==> src/hdl/tsg_pkg.sv <==
// Shared types and constants of the TGA stream to greyscale decoder.
package tsg_pkg;

    localparam int ADDR_W = 3;
    localparam int DATA_W = 32;

    // Register index, taken from paddr[2].
    localparam logic REG_FIRST_ROW = 1'b0;
    localparam logic REG_END_ROW   = 1'b1;

    localparam logic [15:0] FIRST_ROW_RESET = 16'd0;
    localparam logic [15:0] END_ROW_RESET   = 16'hffff;

    // Header layout.
    localparam logic [4:0] HDR_WIDTH_LO  = 5'd12;
    localparam logic [4:0] HDR_WIDTH_HI  = 5'd13;
    localparam logic [4:0] HDR_HEIGHT_LO = 5'd14;
    localparam logic [4:0] HDR_HEIGHT_HI = 5'd15;
    localparam logic [4:0] HDR_DEPTH     = 5'd16;
    localparam logic [4:0] HDR_FLAGS     = 5'd17;

    localparam logic [7:0] DEPTH_GREY = 8'd8;
    localparam logic [7:0] DEPTH_BGR  = 8'd24;

    localparam int FLAG_TOP_BIT    = 5;
    localparam int FLAG_IL_LSB     = 6;
    localparam logic [1:0] IL_NONE = 2'd0;
    localparam logic [1:0] IL_TWO  = 2'd1;
    localparam logic [1:0] IL_FOUR = 2'd2;

    // Status codes.
    localparam logic [2:0] ST_OK        = 3'd0;
    localparam logic [2:0] ST_TRUNCATED = 3'd1;
    localparam logic [2:0] ST_TOO_SHORT = 3'd2;
    localparam logic [2:0] ST_REVERSED  = 3'd3;
    localparam logic [2:0] ST_BAD_SIZE  = 3'd4;
    localparam logic [2:0] ST_BAD_DEPTH = 3'd5;
    localparam logic [2:0] ST_INTERLACE = 3'd6;

    localparam logic KIND_PIXEL  = 1'b0;
    localparam logic KIND_STATUS = 1'b1;

    typedef enum logic [1:0] {
        PH_HEADER = 2'd0,
        PH_SKIP   = 2'd1,
        PH_DATA   = 2'd2,
        PH_DRAIN  = 2'd3
    } phase_t;

    typedef struct packed {
        logic [7:0] data_byte;
        logic       end_of_file;
    } byte_t;

    typedef struct packed {
        logic        result_kind;
        logic [7:0]  grey_value;
        logic [15:0] pixel_column;
        logic [15:0] pixel_row;
        logic [2:0]  status_code;
        logic [15:0] image_width;
        logic [15:0] image_height;
        logic        last_result;
    } result_t;

    typedef struct packed {
        logic [15:0] first_row;
        logic [15:0] end_row;
    } cfg_t;

    // Up to two results per byte; when one, it sits in first.
    typedef struct packed {
        logic [1:0] count;
        result_t    first;
        result_t    second;
    } push_t;

endpackage

==> src/hdl/tsg_config.sv <==
// APB-style register file holding the row window.
module tsg_config (
    input  logic                       clk,
    input  logic                       rst_n,
    input  logic                       psel,
    input  logic                       penable,
    input  logic                       pwrite,
    input  logic [tsg_pkg::ADDR_W-1:0] paddr,
    input  logic [tsg_pkg::DATA_W-1:0] pwdata,
    output logic [tsg_pkg::DATA_W-1:0] prdata,
    output logic                       pready,
    output tsg_pkg::cfg_t              cfg
);

    logic [15:0] first_row_reg;
    logic [15:0] end_row_reg;
    logic        wr_en;

    assign pready = 1'b1;
    assign wr_en  = psel && penable && pwrite;

    always_ff @(posedge clk or negedge rst_n)
    begin
        if (!rst_n)
        begin
            first_row_reg <= tsg_pkg::FIRST_ROW_RESET;
            end_row_reg   <= tsg_pkg::END_ROW_RESET;
        end
        else if (wr_en)
        begin
            unique case (paddr[2])
                tsg_pkg::REG_FIRST_ROW: first_row_reg <= pwdata[15:0];
                tsg_pkg::REG_END_ROW:   end_row_reg   <= pwdata[15:0];
                default:                first_row_reg <= first_row_reg;
            endcase
        end
    end

    always_comb
    begin
        unique case (paddr[2])
            tsg_pkg::REG_FIRST_ROW: prdata = {16'd0, first_row_reg};
            tsg_pkg::REG_END_ROW:   prdata = {16'd0, end_row_reg};
            default:                prdata = '0;
        endcase
    end

    assign cfg.first_row = first_row_reg;
    assign cfg.end_row   = end_row_reg;

endmodule

==> src/hdl/tsg_decoder.sv <==
// Header parser, row window control and greyscale pixel datapath.
module tsg_decoder (
    input  logic           clk,
    input  logic           rst_n,
    input  logic           accept,
    input  tsg_pkg::byte_t req,
    input  tsg_pkg::cfg_t  cfg,
    output tsg_pkg::push_t push
);

    tsg_pkg::phase_t phase_reg, phase_next, phase_after;
    logic [4:0]  hdr_count_reg, hdr_count_next;
    logic [15:0] width_reg, width_next;
    logic [15:0] height_reg, height_next;
    logic        three_reg, three_next;
    logic        top_reg, top_next;
    logic [1:0]  il_reg, il_next;
    logic        depth_bad_reg, depth_bad_next;
    logic [15:0] rows_reg, rows_next;
    logic [15:0] skip_reg, skip_next;
    logic [15:0] out_row_reg, out_row_next;
    logic [15:0] col_reg, col_next;
    logic [1:0]  bip_reg, bip_next;
    logic [7:0]  blue_reg, blue_next;
    logic [7:0]  green_reg, green_next;

    logic [7:0]  b;
    logic        eof;
    logic        hdr_last;
    logic [15:0] rs, re;
    logic        partial;
    logic        flag_top;
    logic [1:0]  flag_il;
    logic [2:0]  hdr_code;
    logic        hdr_done;
    logic        bip_wrap;
    logic        col_wrap;
    logic        row_done;
    logic        data_finish;
    logic [12:0] grey_sum;

    tsg_pkg::result_t pix, stat;
    logic        pix_valid, stat_valid;

    // Output row after interlace mapping and bottom-origin flip, modulo 2^16.
    function automatic logic [15:0] map_row(input logic [15:0] i, input logic [15:0] h,
                                            input logic [1:0] il, input logic top);
        logic [17:0] three_h;
        logic [15:0] q1, q2, q3, d, row;
        three_h = {2'b00, h} + {1'b0, h, 1'b0};
        q1 = {2'b00, h[15:2]};
        q2 = {1'b0, h[15:1]};
        q3 = three_h[17:2];
        if (il == tsg_pkg::IL_FOUR)
        begin
            if (i < q1)
            begin
                row = {i[13:0], 2'b00};
            end
            else if (i < q2)
            begin
                d   = i - q1;
                row = {d[13:0], 2'b01};
            end
            else if (i < q3)
            begin
                d   = i - q2;
                row = {d[13:0], 2'b10};
            end
            else
            begin
                d   = i - q3;
                row = {d[13:0], 2'b11};
            end
        end
        else if (il == tsg_pkg::IL_TWO)
        begin
            if (i < q2)
            begin
                row = {i[14:0], 1'b0};
            end
            else
            begin
                d   = i - q2;
                row = {d[14:0], 1'b1};
            end
        end
        else
        begin
            row = i;
        end
        if (!top)
        begin
            row = h - row - 16'd1;
        end
        return row;
    endfunction

    assign b   = req.data_byte;
    assign eof = req.end_of_file;

    // Header decisions, evaluated on the flags byte.
    assign hdr_last = (hdr_count_reg == tsg_pkg::HDR_FLAGS);
    assign rs       = (cfg.first_row > height_reg) ? height_reg : cfg.first_row;
    assign re       = (cfg.end_row > height_reg) ? height_reg : cfg.end_row;
    assign partial  = (rs != 16'd0) || (re < height_reg);
    assign flag_top = b[tsg_pkg::FLAG_TOP_BIT];
    assign flag_il  = b[tsg_pkg::FLAG_IL_LSB +: 2];

    always_comb
    begin
        if (cfg.first_row > cfg.end_row)
        begin
            hdr_code = tsg_pkg::ST_REVERSED;
        end
        else if ((width_reg < 16'd2) || (height_reg < 16'd2))
        begin
            hdr_code = tsg_pkg::ST_BAD_SIZE;
        end
        else if (depth_bad_reg)
        begin
            hdr_code = tsg_pkg::ST_BAD_DEPTH;
        end
        else if (((flag_il != tsg_pkg::IL_NONE) && (partial || !flag_top))
                 || (partial && !flag_top))
        begin
            hdr_code = tsg_pkg::ST_INTERLACE;
        end
        else
        begin
            hdr_code = tsg_pkg::ST_OK;
        end
    end

    assign hdr_done = (hdr_code != tsg_pkg::ST_OK) || (re == rs);

    // Byte and column counters.
    assign bip_wrap    = !three_reg || (bip_reg == 2'd2);
    assign col_wrap    = ({1'b0, col_reg} + 17'd1) >= {1'b0, width_reg};
    assign row_done    = bip_wrap && col_wrap;
    assign data_finish = row_done && (({1'b0, out_row_reg} + 17'd1) >= {1'b0, rows_reg});

    assign grey_sum = 13'(b) * 13'd11 + {1'b0, green_reg, 4'b0000}
                    + 13'(blue_reg) * 13'd5;

    // Next phase, before end of file is applied.
    always_comb
    begin
        phase_after = phase_reg;
        unique case (phase_reg)
            tsg_pkg::PH_HEADER:
            begin
                if (hdr_last)
                begin
                    if (hdr_done)
                        phase_after = tsg_pkg::PH_DRAIN;
                    else if (rs != 16'd0)
                        phase_after = tsg_pkg::PH_SKIP;
                    else
                        phase_after = tsg_pkg::PH_DATA;
                end
            end
            tsg_pkg::PH_SKIP:
            begin
                if (row_done && (skip_reg == 16'd1))
                    phase_after = tsg_pkg::PH_DATA;
            end
            tsg_pkg::PH_DATA:
            begin
                if (data_finish)
                    phase_after = tsg_pkg::PH_DRAIN;
            end
            tsg_pkg::PH_DRAIN:
            begin
                phase_after = tsg_pkg::PH_DRAIN;
            end
            default:
            begin
                phase_after = tsg_pkg::PH_HEADER;
            end
        endcase
    end

    // Next state.
    always_comb
    begin
        phase_next     = phase_reg;
        hdr_count_next = hdr_count_reg;
        width_next     = width_reg;
        height_next    = height_reg;
        three_next     = three_reg;
        top_next       = top_reg;
        il_next        = il_reg;
        depth_bad_next = depth_bad_reg;
        rows_next      = rows_reg;
        skip_next      = skip_reg;
        out_row_next   = out_row_reg;
        col_next       = col_reg;
        bip_next       = bip_reg;
        blue_next      = blue_reg;
        green_next     = green_reg;
        if (accept)
        begin
            phase_next = phase_after;
            if (phase_reg == tsg_pkg::PH_HEADER)
            begin
                if (hdr_count_reg == tsg_pkg::HDR_WIDTH_LO)
                    width_next = {8'd0, b};
                if (hdr_count_reg == tsg_pkg::HDR_WIDTH_HI)
                    width_next = {b, width_reg[7:0]};
                if (hdr_count_reg == tsg_pkg::HDR_HEIGHT_LO)
                    height_next = {8'd0, b};
                if (hdr_count_reg == tsg_pkg::HDR_HEIGHT_HI)
                    height_next = {b, height_reg[7:0]};
                if (hdr_count_reg == tsg_pkg::HDR_DEPTH)
                begin
                    three_next     = (b == tsg_pkg::DEPTH_BGR);
                    depth_bad_next = (b != tsg_pkg::DEPTH_BGR) && (b != tsg_pkg::DEPTH_GREY);
                end
                if (hdr_last)
                begin
                    top_next = flag_top;
                    il_next  = flag_il;
                    if (hdr_code == tsg_pkg::ST_OK)
                    begin
                        rows_next = re - rs;
                        skip_next = rs;
                    end
                end
                else
                begin
                    hdr_count_next = hdr_count_reg + 5'd1;
                end
            end
            if ((phase_reg == tsg_pkg::PH_SKIP) || (phase_reg == tsg_pkg::PH_DATA))
            begin
                bip_next = bip_wrap ? 2'd0 : bip_reg + 2'd1;
                if (bip_wrap)
                    col_next = col_wrap ? 16'd0 : col_reg + 16'd1;
            end
            if ((phase_reg == tsg_pkg::PH_SKIP) && row_done)
                skip_next = skip_reg - 16'd1;
            if (phase_reg == tsg_pkg::PH_DATA)
            begin
                if (three_reg && (bip_reg == 2'd0))
                    blue_next = b;
                if (three_reg && (bip_reg == 2'd1))
                    green_next = b;
                if (row_done)
                    out_row_next = out_row_reg + 16'd1;
            end
            if (eof)
            begin
                // The last byte of a file always returns to header parsing.
                phase_next     = tsg_pkg::PH_HEADER;
                hdr_count_next = '0;
                width_next     = '0;
                height_next    = '0;
                three_next     = 1'b0;
                top_next       = 1'b0;
                il_next        = tsg_pkg::IL_NONE;
                depth_bad_next = 1'b0;
                rows_next      = '0;
                skip_next      = '0;
                out_row_next   = '0;
                col_next       = '0;
                bip_next       = '0;
                blue_next      = '0;
                green_next     = '0;
            end
        end
    end

    // Results of the accepted byte.
    always_comb
    begin
        pix_valid = accept && (phase_reg == tsg_pkg::PH_DATA) && bip_wrap;
        pix.result_kind  = tsg_pkg::KIND_PIXEL;
        pix.grey_value   = three_reg ? grey_sum[12:5] : b;
        pix.pixel_column = col_reg;
        pix.pixel_row    = map_row(out_row_reg, height_reg, il_reg, top_reg);
        pix.status_code  = tsg_pkg::ST_OK;
        pix.image_width  = width_reg;
        pix.image_height = height_reg;
        pix.last_result  = 1'b0;

        stat_valid = 1'b0;
        stat.result_kind  = tsg_pkg::KIND_STATUS;
        stat.grey_value   = '0;
        stat.pixel_column = '0;
        stat.pixel_row    = '0;
        stat.status_code  = tsg_pkg::ST_OK;
        stat.image_width  = width_reg;
        stat.image_height = height_reg;
        stat.last_result  = 1'b1;
        if (accept)
        begin
            if ((phase_reg == tsg_pkg::PH_HEADER) && hdr_last && hdr_done)
            begin
                stat_valid       = 1'b1;
                stat.status_code = hdr_code;
            end
            if ((phase_reg == tsg_pkg::PH_DATA) && data_finish)
            begin
                stat_valid = 1'b1;
            end
            if (eof)
            begin
                if (phase_after == tsg_pkg::PH_HEADER)
                begin
                    stat_valid        = 1'b1;
                    stat.status_code  = tsg_pkg::ST_TOO_SHORT;
                    stat.image_width  = '0;
                    stat.image_height = '0;
                end
                else if ((phase_after == tsg_pkg::PH_SKIP)
                         || (phase_after == tsg_pkg::PH_DATA))
                begin
                    stat_valid       = 1'b1;
                    stat.status_code = tsg_pkg::ST_TRUNCATED;
                end
            end
        end

        push.count  = {1'b0, pix_valid} + {1'b0, stat_valid};
        push.first  = pix_valid ? pix : stat;
        push.second = stat;
    end

    always_ff @(posedge clk or negedge rst_n)
    begin
        if (!rst_n)
        begin
            phase_reg     <= tsg_pkg::PH_HEADER;
            hdr_count_reg <= '0;
            width_reg     <= '0;
            height_reg    <= '0;
            three_reg     <= 1'b0;
            top_reg       <= 1'b0;
            il_reg        <= tsg_pkg::IL_NONE;
            depth_bad_reg <= 1'b0;
            rows_reg      <= '0;
            skip_reg      <= '0;
            out_row_reg   <= '0;
            col_reg       <= '0;
            bip_reg       <= '0;
            blue_reg      <= '0;
            green_reg     <= '0;
        end
        else
        begin
            phase_reg     <= phase_next;
            hdr_count_reg <= hdr_count_next;
            width_reg     <= width_next;
            height_reg    <= height_next;
            three_reg     <= three_next;
            top_reg       <= top_next;
            il_reg        <= il_next;
            depth_bad_reg <= depth_bad_next;
            rows_reg      <= rows_next;
            skip_reg      <= skip_next;
            out_row_reg   <= out_row_next;
            col_reg       <= col_next;
            bip_reg       <= bip_next;
            blue_reg      <= blue_next;
            green_reg     <= green_next;
        end
    end

endmodule

==> src/hdl/tsg_result_fifo.sv <==
// Small result queue taking up to two results per cycle and giving one when not stalled.
module tsg_result_fifo #(
    parameter int DEPTH = 4
) (
    input  logic             clk,
    input  logic             rst_n,
    input  tsg_pkg::push_t   push,
    output logic             valid,
    input  logic             stall,
    output tsg_pkg::result_t data,
    output logic [$clog2(DEPTH+1)-1:0] level,
    output logic             full_for_two
);

    localparam int PTR_W = (DEPTH > 1) ? $clog2(DEPTH) : 1;
    localparam int LVL_W = $clog2(DEPTH + 1);

    tsg_pkg::result_t mem [DEPTH];

    logic [PTR_W-1:0] wr_ptr_reg, wr_ptr_next;
    logic [PTR_W-1:0] rd_ptr_reg, rd_ptr_next;
    logic [PTR_W-1:0] wr_ptr_plus1;
    logic [LVL_W-1:0] level_reg, level_next;
    logic             pop;

    function automatic logic [PTR_W-1:0] ptr_inc(input logic [PTR_W-1:0] p);
        return (p == PTR_W'(DEPTH - 1)) ? '0 : p + PTR_W'(1);
    endfunction

    assign valid        = (level_reg != '0);
    assign data         = mem[rd_ptr_reg];
    assign pop          = valid && !stall;
    assign level        = level_reg;
    assign full_for_two = (level_reg > LVL_W'(DEPTH - 2));
    assign wr_ptr_plus1 = ptr_inc(wr_ptr_reg);

    always_comb
    begin
        case (push.count)
            2'd1:    wr_ptr_next = wr_ptr_plus1;
            2'd2:    wr_ptr_next = ptr_inc(wr_ptr_plus1);
            default: wr_ptr_next = wr_ptr_reg;
        endcase
        rd_ptr_next = pop ? ptr_inc(rd_ptr_reg) : rd_ptr_reg;
        level_next  = level_reg + LVL_W'(push.count) - LVL_W'(pop);
    end

    always_ff @(posedge clk or negedge rst_n)
    begin
        if (!rst_n)
        begin
            wr_ptr_reg <= '0;
            rd_ptr_reg <= '0;
            level_reg  <= '0;
        end
        else
        begin
            wr_ptr_reg <= wr_ptr_next;
            rd_ptr_reg <= rd_ptr_next;
            level_reg  <= level_next;
        end
    end

    always_ff @(posedge clk)
    begin
        if (push.count != 2'd0)
            mem[wr_ptr_reg] <= push.first;
        if (push.count == 2'd2)
            mem[wr_ptr_plus1] <= push.second;
    end

endmodule

==> src/hdl/tga_stream_to_greyscale_core.sv <==
// Top level of the TGA stream to greyscale decoder.
//
// The byte channel (byte_valid, byte_stall, byte_req) carries one request per
// file byte with an end-of-file mark on the last byte of each file. The result
// channel (result_valid, result_stall, result_req) carries grey pixels with
// their mapped column and row, and one final status request per file.
// The APB-style port holds the row window: first_row at address 0 and end_row at
// address 4; the user must write it only while the block is idle (not enforced).
//
// Each accepted byte is decoded in the cycle it is taken, and its results are
// written into a small result queue. A result appears on the result channel
// in the cycle after its byte is accepted when the queue is empty. The block
// takes one byte per cycle; a byte can yield up to two results, and byte_stall
// rises whenever the queue has fewer than two free entries, so the sustained
// rate is one byte per cycle as long as the receiver takes one result per cycle.
// When the receiver stalls, results wait in the queue and, once it is nearly
// full, the byte channel is stalled; nothing is lost or dropped.
// Reset sets the window to the whole image and waits for a file header; there
// is no clearing pass.
module tga_stream_to_greyscale_core #(
    parameter int FIFO_DEPTH = 4
) (
    input  logic                       clk,
    input  logic                       rst_n,
    input  logic                       byte_valid,
    output logic                       byte_stall,
    input  tsg_pkg::byte_t             byte_req,
    output logic                       result_valid,
    input  logic                       result_stall,
    output tsg_pkg::result_t           result_req,
    input  logic                       psel,
    input  logic                       penable,
    input  logic                       pwrite,
    input  logic [tsg_pkg::ADDR_W-1:0] paddr,
    input  logic [tsg_pkg::DATA_W-1:0] pwdata,
    output logic [tsg_pkg::DATA_W-1:0] prdata,
    output logic                       pready
);

    tsg_pkg::cfg_t  cfg;
    tsg_pkg::push_t push;
    logic           accept;
    logic [$clog2(FIFO_DEPTH+1)-1:0] level;

    // A byte is taken whenever the queue can absorb the worst case of two results.
    assign accept = byte_valid && !byte_stall;

    tsg_config u_config (
        .clk     (clk),
        .rst_n   (rst_n),
        .psel    (psel),
        .penable (penable),
        .pwrite  (pwrite),
        .paddr   (paddr),
        .pwdata  (pwdata),
        .prdata  (prdata),
        .pready  (pready),
        .cfg     (cfg)
    );

    tsg_decoder u_decoder (
        .clk    (clk),
        .rst_n  (rst_n),
        .accept (accept),
        .req    (byte_req),
        .cfg    (cfg),
        .push   (push)
    );

    tsg_result_fifo #(
        .DEPTH (FIFO_DEPTH)
    ) u_fifo (
        .clk          (clk),
        .rst_n        (rst_n),
        .push         (push),
        .valid        (result_valid),
        .stall        (result_stall),
        .data         (result_req),
        .level        (level),
        .full_for_two (byte_stall)
    );

    // The queue never holds more results than it has entries.
    assert property (@(posedge clk) disable iff (!rst_n)
        level <= ($clog2(FIFO_DEPTH+1))'(FIFO_DEPTH))
        else $error("result queue overflow");

    // A status request is always the last one of its file, and a pixel never is.
    assert property (@(posedge clk) disable iff (!rst_n)
        result_valid |-> (result_req.last_result == result_req.result_kind))
        else $error("last_result does not match result kind");

    // Pixels carry an ok status code.
    assert property (@(posedge clk) disable iff (!rst_n)
        (result_valid && (result_req.result_kind == tsg_pkg::KIND_PIXEL))
        |-> (result_req.status_code == tsg_pkg::ST_OK))
        else $error("pixel request with nonzero status");

    // An accepted byte that produces results makes the queue nonempty next cycle.
    assert property (@(posedge clk) disable iff (!rst_n)
        (push.count != 2'd0) |=> result_valid)
        else $error("pushed result not visible");

endmodule
==> config.mk <==
export PLATFORM = sky130hd
export DESIGN_NAME = tga_stream_to_greyscale_core
export DESIGN_NICKNAME = d
export VERILOG_FILES = /design/src/hdl/tsg_pkg.sv /design/src/hdl/tsg_config.sv /design/src/hdl/tsg_decoder.sv /design/src/hdl/tsg_result_fifo.sv /design/src/hdl/tga_stream_to_greyscale_core.sv
export SDC_FILE = /design/constraint.sdc
export NUM_CORES = 1
export LEC_CHECK = 0
export ABC_AREA = 1
export BUFFER_PORTS_ARGS = -buffer_cell sky130_fd_sc_hd__clkbuf_2
export CAP_MARGIN = 15
export CORE_MARGIN = 2
export CORE_UTILIZATION = 50
export DETAILED_ROUTE_END_ITERATION = 10
export PLACE_DENSITY_LB_ADDON = 0.2
export SYNTH_ARGS = -nofsm -noshare
export SYNTH_HDL_FRONTEND = slang
export SYNTH_SLANG_ARGS = --single-unit
==> constraint.sdc <==
create_clock -name clk -period 6.3 [get_ports clk]
set_input_delay 0 -clock clk [delete_from_list [all_inputs] [get_ports clk]]
set_output_delay 0 -clock clk [all_outputs]
set_load 0.03 [all_outputs]
* Yosys cells after proc, flatten, opt, wreduce, memory -nomap -nowiden
Memories as Yosys holds them, arrays and structs flattened. Index checks and enable logic that the tools add are counted.
Storage, ports and cells: output and inout port bits 112, word-level logic and storage cells 252, bits in writable memories 308, register bits after elaboration 165, memories 1, input bits 51
Operators by class: equality and inequality tests 28, reduce and logical (&&, ||, !) cells 73, magnitude comparators 12, bitwise logic cells 1, $add $sub $neg 22, mux-type cells 91, multiply operators 2
Memory list:
- u_fifo.mem | words 4, bits a word 77, rd ports 1, clocked after Yosys merged registers in 0, write ports 2, line tsg_result_fifo.sv:18 | tsg_pkg::result_t mem [DEPTH];
Operator list (number):
- 2-to-1 mux 16 bit | 33
- 2-to-1 mux 77 bit | 1
- 2-to-1 mux 35 bit | 2
- case mux 32 bit (2 select lines) | 1
- 2-to-1 mux 8 bit | 7
- > comparator 16 bit | 3
- adder 16 x 1 -> 17 bit (second input constant) | 2
- greater-or-equal comparator 17 x 16 -> 1 bit | 2
- adder 16 x 1 -> 16 bit (second input constant) | 2
- < comparator 16 bit | 2
- < comparator 16 x 2 -> 1 bit (second input constant) | 2
- 2-to-1 mux 32 bit | 1
- subtractor 16 x 1 -> 16 bit (second input constant) | 2
- subtractor 16 bit | 2
- 2-to-1 mux 2 bit | 15
- nonzero test 2 bit | 15
- subtractor 14 bit | 2
- AND reduction 3 bit | 9
- 2-to-1 mux 3 bit | 7
- nonzero test 3 bit | 7
- equality test 5 x 4 -> 1 bit (second input constant) | 4
- 2-to-1 mux 1 bit | 19
- adder 16 x 17 -> 18 bit | 1
- equality test 2 bit (second input constant) | 9
- 33 further kinds | 79

* Logic depth before layout (Yosys ltp)
depth after elaboration 26, depth in mapped cells 46, gate-level depth less buffers 45

* Hierarchy
Synthesis repeated with hierarchy kept, for this count alone.
Second synthesis, totals: cells, all modules 4263, area total of the unflattened synthesis 33957.6 um^2
By module, submodules not included:
- tsg_decoder | seq. area each 3153.0 um^2, instances 1, area each 16333.2 um^2, cells each 2393
- tsg_result_fifo | seq. area each 9424.0 um^2, instances 1, area each 15966.6 um^2, cells each 1655
- tsg_config | seq. area each 820.8 um^2, instances 1, area each 1647.8 um^2, cells each 213
- tga_stream_to_greyscale_core | seq. area each 0.0 um^2, instances 1, area each 10.0 um^2, cells each 2

* Worst setup path after synthesis
OpenSTA, ideal clock, no wires.
kind register to register, start point reg u_decoder.height_reg[2], end point mem u_fifo.mem[0][49] in the netlist's numbering, clock period less this slack 5.973 ns, stages on the path, launching flop included 41, slack 0.327 ns, library setup time 0.059 ns, arrival 5.915 ns, required time 6.241 ns, path buffers 1, cells stage by stage dfrtp_1 -> inv_1 -> ha_1 -> nand2_1 -> o21ai_0 -> nand2_1 -> nand2_1 -> a21oi_1 -> o21bai_1 -> a21oi_1 -> o21ai_0 -> a21oi_1 -> o21bai_1 -> a21o_1 -> a21oi_1 -> xor2_1 -> ha_1 -> nand2_1 -> (+5 left out) -> a21oi_1 -> o221ai_1 -> o21ai_0 -> inv_1 -> ha_1 -> inv_1 -> nor3_1 -> nand2_1 -> o211ai_1 -> a21oi_1 -> o21ai_0 -> nand2_1 -> o2bb2ai_1 -> o21ai_0 -> xor2_1 -> a21oi_1 -> nand3_1 -> nand2_1
RTL lines:
- from (decl) | line tsg_decoder.sv:14 | logic [15:0] height_reg, height_next;
- from (signal assigned) | line tsg_decoder.sv:355 | height_reg <= height_next;
- to (decl) | line tsg_result_fifo.sv:18

==> impl_results.md <==
- Status: finished with violations
- Violated checks: setup timing
- P_leak: 15.4 nW
- PD cells: 572 nW/um^2
- Biggest register: u_fifo.mem
- Final hold violations: 0
- Number of synthesized flops with an enable pin: 140
- Part of the cycle the worst path needs: 1.01
- Flop2flop setup slack: -0.06 ns
- Num ports: 163
- Crit path depth: 42
- Crit-path leading delay family: compound AO/OA/AOI/OAI gates
- Number of H-tree levels: 2
- First-pass GRT wire length: 145,000 um
- Hold crit path type: in -> async
- Max-cap violations: 0
- CP Launch Point: u_decoder.height_reg[1]$_DFFE_PN0P_
- Largest net degree at the start of global routing: 105
- Top post-synthesis cells by area: edfxtp_1 14%, dfrtp_1 12%, dfxtp_1 11%, ha_1 11%, nand2_1 9.3%
- Setup CP Type: reg -> reg
- Reg-to-Reg End: u_fifo.mem[1][49]$_SDFFE_PP0P_
- Sink Count: 469
- Initial antenna violation count: 0
- Final TNS setup: -0.179 ns
- Vias per std cell: 5.85
- Post-route ant nets: 0
- Area after DPL: 32,000 sq um
- Finished Layout Cells: 4,780
- Design area: 34,600 sq um
- Filler Cells Inserted: 5,491
- Die height: 249 um
- Slew Limit Fails: 0
- Layout cells sized above 1: 0.121
- Buf/Inv on CP: 5
- Syn_area_per_cell: 7.94 sq um
- Synth top area share: 0.140
- Min Hold Slack: 0.0938 ns
- CP max FO: 6
- Commonest cells after routing, fill and taps aside: 739 x nand2_1, 445 x o21ai_0, 344 x inv_1
- CTS tree: built
- Tmin final: 6.36 ns
- PortBufs: 127
- Skew final: 0.0300 ns
- Synthesis warning total: 0
- Seq/Total Area, Yosys: 0.387
- Final Util: 0.585
- Worst-Skew Late Latency: 0.61 ns
- Dpl hpwl: 64,500 um
- R2r startpoint: u_decoder.height_reg[1]$_DFFE_PN0P_
- Rows: 89
- Iter 0 DRT Violations: 2,521
- Maximum clock frequency: 157 MHz
- Core Box Area: 59,200 sq um
- Slew HR: 0.184
- Slowest-stage cell, CP: dfrtp_2
- R2R depth: 42
- Leading cell type in the layout, fill and taps excluded: nand2_1
- Synth unique cells: 59
- Peak supply drop: 0.422 mV
- Critical Path Sink: u_fifo.mem[1][49]$_SDFFE_PP0P_
- Die W: 249 um
- Worst path arrival time: 6.89 ns
- Async SR Flop Fraction: 0.352
- GPL Wtd Cong: 0.980
- Unrepaired setup endpoints after global routing: true
- Largest stage delay, worst path: 0.44 ns
- Root Buffer: clkbuf_16
- Final nets: 4,308
- Yosys reg bits: 469
- Synth-to-layout area growth: 15.1%
- Primary FF master, synth: dfxtp_1
- Synth area leader: edfxtp_1
- Vias in the first global route: 26.3k
- Placed Instances: 4,631
- TritonCTS Buffers: 51
- Endpoints failing setup: 4
- WL final: 94,500 um
- TritonRoute pass-1 iters: 6
- Total grt overflow: 0
- Clock transition at the registers of the reported paths: 0.06 ns
- Gr usage total: 0.293
- Netlist Area Pre-Place: 30,100 sq um
- Wirelength per Cell: 19.8 um
- Vias: 28.0k
- Maximum clock path buffer count: 3
- Worst Setup End Kind: flip-flop
- Die Area: 62,200 sq um
- Largest register FFs: 304
- Diode count: 0
- Worst Slack Setup Final: -0.0565 ns
- WP data required: 6.83 ns
- Kind of start point of the critical path: flip-flop
- Post-Syn Instances: 3,793
- Initial core utilization: 0.508
- Slew @ Worst Pin: 1.22 ns
- Drc violations: 0
-- power breakdown --
group	internal (mW)	switching (mW)	leakage [nW]
logic	4.40	7.94	9.79
clock network	1.94	1.28	0.872
registers	3.72	0.532	4.75
total	10.1	9.75	15.4
-- metrics by stage --
| stage | worst slack (ns) | power [mW] |
|---|---|---|
| 3_3_place_gp | 0.0514 | 15.8 |
| 6_report | -0.0565 | 19.8 |
| 4_1_cts | 0.0369 | 19.1 |
| 2_1_floorplan | 0.327 | 12.4 |
| 3_5_place_dp | -0.0809 | 15.8 |
| 5_1_grt | -0.567 | 21.3 |
-- area by class of cell --
| class | instances | area (sq um) | area share |
|---|---|---|---|
| clock buffers | 71 | 1450 | 0.0419 |
| multi-input cells | 2792 | 16700 | 0.481 |
| well taps | 773 | 967 | 0.0279 |
| clock inverters | 23 | 335 | 0.00968 |
| inverters | 361 | 1380 | 0.0397 |
| repair buffers | 291 | 2210 | 0.0637 |
| flip-flops and latches | 469 | 11600 | 0.336 |
-- timing repair --
action,in CTS,in global routing
gates cloned,0,7
endpoints found under the hold margin,140,0
endpoints found under the setup margin,12,410
setup buffers,0,20
gates resized for setup,4,88
pin swaps,0,47
hold buffers,28,0
-- synth_stat cells (27+ instances only) --
| master | count |
|---|---|
| ha_1 | 259 |
| xnor2_1 | 27 |
| dfxtp_1 | 164 |
| xor2_1 | 83 |
| o21ai_0 | 468 |
| nor3_1 | 43 |
| edfxtp_1 | 140 |
| dfrtp_1 | 149 |
| nand3_1 | 129 |
| clkbuf_1 | 146 |
| nor2_1 | 319 |
| a21oi_1 | 181 |
| fa_1 | 32 |
| inv_1 | 353 |
| o22ai_1 | 257 |
| nand2_1 | 746 |
-- cells by family (layout without fill, tap and decap cells) --
group,after synthesis,count (layout),share of synthesized area
AOI/OAI and AO/OA,1052,1052,0.197
xor gates and xnor gates,110,110,0.0320
adders and majority gates,291,291,0.129
buffers and inverters,548,746,0.0719
DFF,469,469,0.387
muxes,15,15,0.00557
other,2,17,0.000249
and+or+nand+nor,1306,1307,0.177
-- worst min path at each step --
stage | to | cells past startpoint | slack, ns | start
6_report | u_decoder.green_reg[0]$_DFFE_PN0P_ | 2 | 0.09 | rst_n
5_1_grt | u_decoder.green_reg[0]$_DFFE_PN0P_ | 2 | 0.16 | rst_n
4_1_cts | u_decoder.skip_reg[1]$_DFFE_PN0P_ | 3 | 0.09 | byte_req[0]
3_5_place_dp | u_decoder.blue_reg[0]$_DFFE_PN0P_ | 1 | 0.19 | rst_n
3_3_place_gp | u_decoder.blue_reg[0]$_DFFE_PN0P_ | 1 | 0.18 | rst_n
2_1_floorplan | u_config.first_row_reg[0]$_DFFE_PN0P_ | 0 | -0.30 | rst_n
-- routing by layer --
layer | wire length, um | up-vias | track usage | share of wire
li1 | - | 13400 | - | -
met5 | 0 | - | 0 | 0
met3 | 8280 | 216 | 0.0520 | 0.088
met4 | 3460 | 0 | 0.104 | 0.037
met1 | 39900 | 13200 | 0.398 | 0.42
met2 | 42800 | 1217 | 0.472 | 0.45
No activity file was read; power rests on OpenSTA's default activity.
